File: config.mk
export PLATFORM = sky130hd
export DESIGN_NAME = signed_int16_to_decimal_ascii
export DESIGN_NICKNAME = d
export VERILOG_FILES = /design/src/sv/i2a_pkg.sv /design/src/sv/i2a_cell.sv /design/src/sv/i2a_ser.sv /design/src/sv/signed_int16_to_decimal_ascii.sv
export SDC_FILE = /design/constraint.sdc
export NUM_CORES = 1
export LEC_CHECK = 0
export BUFFER_PORTS_ARGS = -buffer_cell sky130_fd_sc_hd__buf_2
export CAP_MARGIN = 25
export CORE_MARGIN = 5
export CORE_UTILIZATION = 39
export DETAILED_ROUTE_END_ITERATION = 7
export PLACE_DENSITY = 0.51
export SYNTH_ARGS = -nofsm -noshare
export SYNTH_HDL_FRONTEND = slang
export SYNTH_HIERARCHICAL = 1
export SYNTH_SLANG_ARGS = --single-unit
File: constraint.sdc
create_clock -name clk_i -period 10.4 [get_ports clk_i]
set_input_delay 0 -clock clk_i [delete_from_list [all_inputs] [get_ports clk_i]]
set_output_delay 0 -clock clk_i [all_outputs]
set_load 0.01 [all_outputs]
File: src/sv/i2a_pkg.sv
// Package for the signed 16-bit to decimal ASCII converter.
// Types, ASCII codes and place-value tables shared by the cells and the serializer.
// No dependencies.
package i2a_pkg;

  localparam int unsigned NUM_W      = 16;
  localparam int unsigned NUM_PLACES = 4;
  localparam int unsigned MAX_CHARS  = 6;
  localparam int unsigned CNT_W      = $clog2(MAX_CHARS + 1);
  localparam int unsigned MULT_W     = NUM_W + 1;

  localparam logic [7:0] ASCII_ZERO  = 8'd48;
  localparam logic [7:0] ASCII_MINUS = 8'd45;

  typedef logic [3:0] digit_t;
  typedef logic [MULT_W-1:0] mult_t;
  typedef mult_t [8:0] mult_row_t;

  typedef struct packed {
    logic                         neg;
    logic [NUM_W-1:0]             mag;
    digit_t [NUM_PLACES-1:0]      digs;
  } stage_t;

  typedef logic [MAX_CHARS-1:0][7:0] char_buf_t;

  localparam int unsigned PLACE_WEIGHT [NUM_PLACES] = '{10000, 1000, 100, 10};

  function automatic mult_row_t place_mult(input int unsigned place);
    mult_row_t r;
    for (int unsigned k = 0; k < 9; k++) begin
      r[k] = MULT_W'((k + 1) * PLACE_WEIGHT[place]);
    end
    return r;
  endfunction

endpackage

File: src/sv/i2a_cell.sv
// One digit cell of the conversion chain: extracts one decimal digit.
// Compares the running magnitude against the multiples of its place weight.
// Depends on i2a_pkg.
module i2a_cell (
  input  logic               clk_i,
  input  logic               rst_ni,
  input  i2a_pkg::mult_row_t mult_i,
  input  logic               in_valid_i,
  output logic               in_ready_o,
  input  i2a_pkg::stage_t    in_data_i,
  output logic               out_valid_o,
  input  logic               out_ready_i,
  output i2a_pkg::stage_t    out_data_o
);

  logic            valid_q;
  i2a_pkg::stage_t data_q, data_d;
  logic [8:0]      ge;
  i2a_pkg::digit_t digit;
  i2a_pkg::mult_t  sub;

  always_comb begin
    digit = '0;
    for (int k = 0; k < 9; k++) begin
      ge[k] = {1'b0, in_data_i.mag} >= mult_i[k];
      digit = digit + i2a_pkg::digit_t'(ge[k]);
    end
    sub = '0;
    if (digit != '0) begin
      sub = mult_i[digit - 4'd1];
    end
    data_d.neg  = in_data_i.neg;
    data_d.mag  = in_data_i.mag - sub[i2a_pkg::NUM_W-1:0];
    data_d.digs = {in_data_i.digs[i2a_pkg::NUM_PLACES-2:0], digit};
  end

  assign in_ready_o  = !valid_q || out_ready_i;
  assign out_valid_o = valid_q;
  assign out_data_o  = data_q;

  always_ff @(posedge clk_i or negedge rst_ni) begin
    if (!rst_ni) begin
      valid_q <= 1'b0;
    end else if (in_ready_o) begin
      valid_q <= in_valid_i;
    end
  end

  always_ff @(posedge clk_i) begin
    if (in_ready_o && in_valid_i) begin
      data_q <= data_d;
    end
  end

endmodule

File: src/sv/i2a_ser.sv
// Serializer: packs sign and digits, drops leading zeros, sends one char a cycle if ready.
// Loads the next item on the cycle the previous run's last char leaves.
// Depends on i2a_pkg.
module i2a_ser (
  input  logic            clk_i,
  input  logic            rst_ni,
  input  logic            in_valid_i,
  output logic            in_ready_o,
  input  i2a_pkg::stage_t in_data_i,
  output logic            out_valid_o,
  input  logic            out_ready_i,
  output logic [7:0]      character_o,
  output logic            last_char_o
);

  i2a_pkg::char_buf_t         buf_q, buf_d, chars;
  logic [i2a_pkg::CNT_W-1:0]  cnt_q, cnt_d, pos;
  logic                       started;
  logic                       load;

  always_comb begin
    chars   = '0;
    pos     = '0;
    started = 1'b0;
    if (in_data_i.neg) begin
      chars[pos] = i2a_pkg::ASCII_MINUS;
      pos        = pos + 1'b1;
    end
    for (int i = i2a_pkg::NUM_PLACES - 1; i >= 0; i--) begin
      if (in_data_i.digs[i] != '0 || started) begin
        chars[pos] = i2a_pkg::ASCII_ZERO + {4'd0, in_data_i.digs[i]};
        pos        = pos + 1'b1;
        started    = 1'b1;
      end
    end
    chars[pos] = i2a_pkg::ASCII_ZERO + {4'd0, in_data_i.mag[3:0]};
    pos        = pos + 1'b1;
  end

  assign in_ready_o = (cnt_q == '0) || (cnt_q == i2a_pkg::CNT_W'(1) && out_ready_i);
  assign load       = in_ready_o && in_valid_i;

  always_comb begin
    buf_d = buf_q;
    cnt_d = cnt_q;
    if (load) begin
      buf_d = chars;
      cnt_d = pos;
    end else if (out_valid_o && out_ready_i) begin
      buf_d = {8'h00, buf_q[i2a_pkg::MAX_CHARS-1:1]};
      cnt_d = cnt_q - 1'b1;
    end
  end

  assign out_valid_o = cnt_q != '0;
  assign character_o = buf_q[0];
  assign last_char_o = cnt_q == i2a_pkg::CNT_W'(1);

  always_ff @(posedge clk_i or negedge rst_ni) begin
    if (!rst_ni) begin
      cnt_q <= '0;
    end else begin
      cnt_q <= cnt_d;
    end
  end

  always_ff @(posedge clk_i) begin
    buf_q <= buf_d;
  end

endmodule

File: src/sv/signed_int16_to_decimal_ascii.sv
// Top level: signed 16-bit integer to decimal ASCII text, one character per output item.
// Chain of four digit cells (10000s down to 10s) feeding the character serializer.
// Depends on i2a_pkg, i2a_cell, i2a_ser.
//
//   channel   signals                                   direction
//   input     in_valid_i, in_ready_o, number_i          number in
//   output    out_valid_o, out_ready_i, character_o,    chars out, last_char_o on final
//             last_char_o
//
// An accepted number passes through each cell register, then the serializer buffer.
// Each number yields 1 to 6 characters, sent one per cycle while out_ready_i is high; the
// cell chain takes a number every cycle unless a stall backs it up.
// Reset clears the valid bits of the cells and the serializer count.
// A stall on the output holds the serializer and backs up the chain cell by cell.
module signed_int16_to_decimal_ascii (
  input  logic                           clk_i,
  input  logic                           rst_ni,
  input  logic                           in_valid_i,
  output logic                           in_ready_o,
  input  logic signed [i2a_pkg::NUM_W-1:0] number_i,
  output logic                           out_valid_o,
  input  logic                           out_ready_i,
  output logic [7:0]                     character_o,
  output logic                           last_char_o
);

  localparam int unsigned N = i2a_pkg::NUM_PLACES;

  i2a_pkg::stage_t [N:0] data;
  logic [N:0]            valid;
  logic [N:0]            ready;

  assign data[0].neg  = number_i[i2a_pkg::NUM_W-1];
  assign data[0].mag  = number_i[i2a_pkg::NUM_W-1] ? (~number_i + 1'b1) : number_i;
  assign data[0].digs = '0;
  assign valid[0]     = in_valid_i;
  assign in_ready_o   = ready[0];

  for (genvar g = 0; g < N; g++) begin : g_cell
    i2a_cell u_cell (
      .clk_i      (clk_i),
      .rst_ni     (rst_ni),
      .mult_i     (i2a_pkg::place_mult(g)),
      .in_valid_i (valid[g]),
      .in_ready_o (ready[g]),
      .in_data_i  (data[g]),
      .out_valid_o(valid[g+1]),
      .out_ready_i(ready[g+1]),
      .out_data_o (data[g+1])
    );
  end

  i2a_ser u_ser (
    .clk_i      (clk_i),
    .rst_ni     (rst_ni),
    .in_valid_i (valid[N]),
    .in_ready_o (ready[N]),
    .in_data_i  (data[N]),
    .out_valid_o(out_valid_o),
    .out_ready_i(out_ready_i),
    .character_o(character_o),
    .last_char_o(last_char_o)
  );

endmodule
==> results_dict.tcl <==
set metrics [dict create \
    tightest_slew_ns 1.087 \
    clock_latency_ns 0.45 \
    antenna_left 0 \
    grt_pass1_vias 22360 \
    syn_area_um2 27540 \
    coreArea_um2 70030 \
    maxCapViolCount 0 \
    critPathLaunchType "input port" \
    stdcell_area_um2 33420 \
    clock_sinks 134 \
    crit_top_cell "fa_1" \
    hold_class "in2reg" \
    grt_usage 0.1911 \
    crit_buf_inv 4 \
    antenna_found_initial 0 \
    dp_hpwl_um 56710 \
    diodes 0 \
    status "complete, no violations" \
    post_synth.cell_area_avg_um2 8.177 \
    path_max_fanout 18 \
    timing_hold_violations_final 0 \
    wire_per_inst_um 13.28 \
    cts_max_level 4 \
    die_y_um 275.7 \
    cts_made_buffers 17 \
    drt-pass1-iter-count 5 \
    rsz0062_at_grt "false" \
    placed_area_um2 32730 \
    cpLargestDelayFamily "adder cells" \
    cp.depth 31 \
    portBuffers 28 \
    r2r.worst_path.cells 30 \
    max_clock_freq_ghz 0.1065 \
    cts_root_buffer "clkbuf_16" \
    nets 5109 \
    syn2layout_area_growth_pct 21.35 \
    setup_viol 0 \
    slowest_delay_ns 0.85 \
    gp_congestion 0.8643 \
    r2r_start "g_cell[0].u_cell/out_data_o[18]$_DFFE_PP_" \
    fin_util 0.4773 \
    synth_warnings 6 \
    grt_max_degree 37 \
    syn_inst 3368 \
    cts-resized-gates 0 \
    arrival_ns 9.59 \
    grt_pass1_wl_um 116500 \
    first_iter_violations 1242 \
    min_period_over_period 0.9033 \
    slew_headroom 0.2726 \
    endpoint "g_cell[0].u_cell/out_data_o[31]$_DFFE_PP_" \
    finClkSkew_ns 0.01751 \
    pin_count 31 \
    die_area_um2 76030 \
    final-max-slew-violation-count 0 \
    drive_gt1_frac 0.05067 \
    min_period_ns 9.394 \
    cts_tree "built" \
    nFillCells 7145 \
    rows 97 \
    clockBufferDepth 2 \
    endpoint_kind "register" \
    cp-startpoint "number_i[15]" \
    grt-ovfl-total 0 \
    wirelength_um 71210 \
    die_w_um 275.7 \
    path_clk_slew_ns 0.06 \
    num_vias 23810 \
    worstPathRequired_ns 10.59 \
    vias_per_cell 4.442 \
    r2r_end "g_cell[1].u_cell/out_data_o[31]$_DFFE_PP_" \
    worstSetupPathType "in2reg" \
    fin_tns_setup_ns 0 \
    r2r_slack_ns 1.48 \
    crit_slowest_cell "xnor2_1" \
    drc 0 \
    initial_core_util 0.3933 \
]
worst reg2reg max path: cells and delay by family (launching register included):
family / cells / cell delay [ns]
simple gates: 4 / 1.29
compound gates: 14 / 3.10
buf+inv: 2 / 0.28
xor+xnor: 3 / 0.66
flops: 1 / 0.37
fa+ha+maj: 7 / 2.98
area by class of cell:
| cell class | instances | area, µm² | area share |
|---|---|---|---|
| inverters | 630 | 2377 | 0.07113 |
| flip-flops and latches | 134 | 3989 | 0.1193 |
| clock buffers | 18 | 429.2 | 0.01284 |
| multi-input cells | 3530 | 24590 | 0.7357 |
| repair buffers | 95 | 663.1 | 0.01984 |
| clock inverters | 14 | 198.9 | 0.005952 |
| well taps | 940 | 1176 | 0.03519 |
what timing repair did:
item,CTS,global route
endpoints found under the hold margin,10,0
buffers inserted,0,0
hold buffers,5,0
endpoints found under the setup margin,0,0
metrics by stage:
step	setup WS, ns	hold slack, ns	cells
final	1.006	0.2921	5361
after global routing	0.4797	0.3118	5361
after CTS	1.032	0.2764	5360
after detailed placement	0.8168	-0.1492	5323
after global placement	0.8964	-0.1490	5323
after floorplan	2.055	-0.2956	4407
state kept, by name (all words and copies together) (netlist names):
name,flops
g_cell.u_cell/out_valid_o,4
g_cell.u_cell/out_data_o,96
u_ser/buf_q,25
u_ser/cnt_q,3
u_ser/character_o,6
metal layers:
layer | vias up | track usage | part of all wire
met1 | 10460 | 0.2724 | 0.52
met5 | - | 0 | 0
met3 | 48 | 0.01852 | 0.024
li1 | 13070 | - | -
met4 | 0 | 0.02812 | 0.011
met2 | 235 | 0.3214 | 0.45
layout by cell type (no fill, tap or decap), types with 17 or more instances in the layout:
master     instances
ha_1             656
a211oi_1          38
o21ai_0          144
nor2_1           186
xnor2_1           53
mux2i_1           21
buf_2             28
nand3_1           21
fa_1              25
nand4_1           61
inv_1            621
edfxtp_1         127
mux4_2            55
a32o_1            49
and2_1            18
a211o_1           20
conb_1          1042
a21oi_1          208
nand2b_1          35
o211ai_1          55
a21o_1           114
and3_1            20
clkbuf_16         17
o21a_1            26
buf_4             61
nor3_1            37
nand2_1          298
nor2b_1           67
o2111ai_1         25
worst min-delay path by stage:
stage                startpoint                                        end  slack [ns]  cells after the start
floorplan                rst_ni   g_cell[0].u_cell/out_valid_o$_DFFE_PN0N_       -0.30                      0
global placement         rst_ni                 u_ser/cnt_q[2]$_DFFE_PN0P_       -0.15                      1
detailed placement       rst_ni                 u_ser/cnt_q[2]$_DFFE_PN0P_       -0.15                      1
CTS                 number_i[0]  g_cell[0].u_cell/out_data_o[16]$_DFFE_PP_        0.28                      5
global route         in_valid_i   g_cell[0].u_cell/out_valid_o$_DFFE_PN0N_        0.31                      3
finish              number_i[0]  g_cell[0].u_cell/out_data_o[16]$_DFFE_PP_        0.29                      5
Power is left out: the tool's default activity adds up to more than one toggle a clock period on the data nets, which glitch-free logic cannot reach.
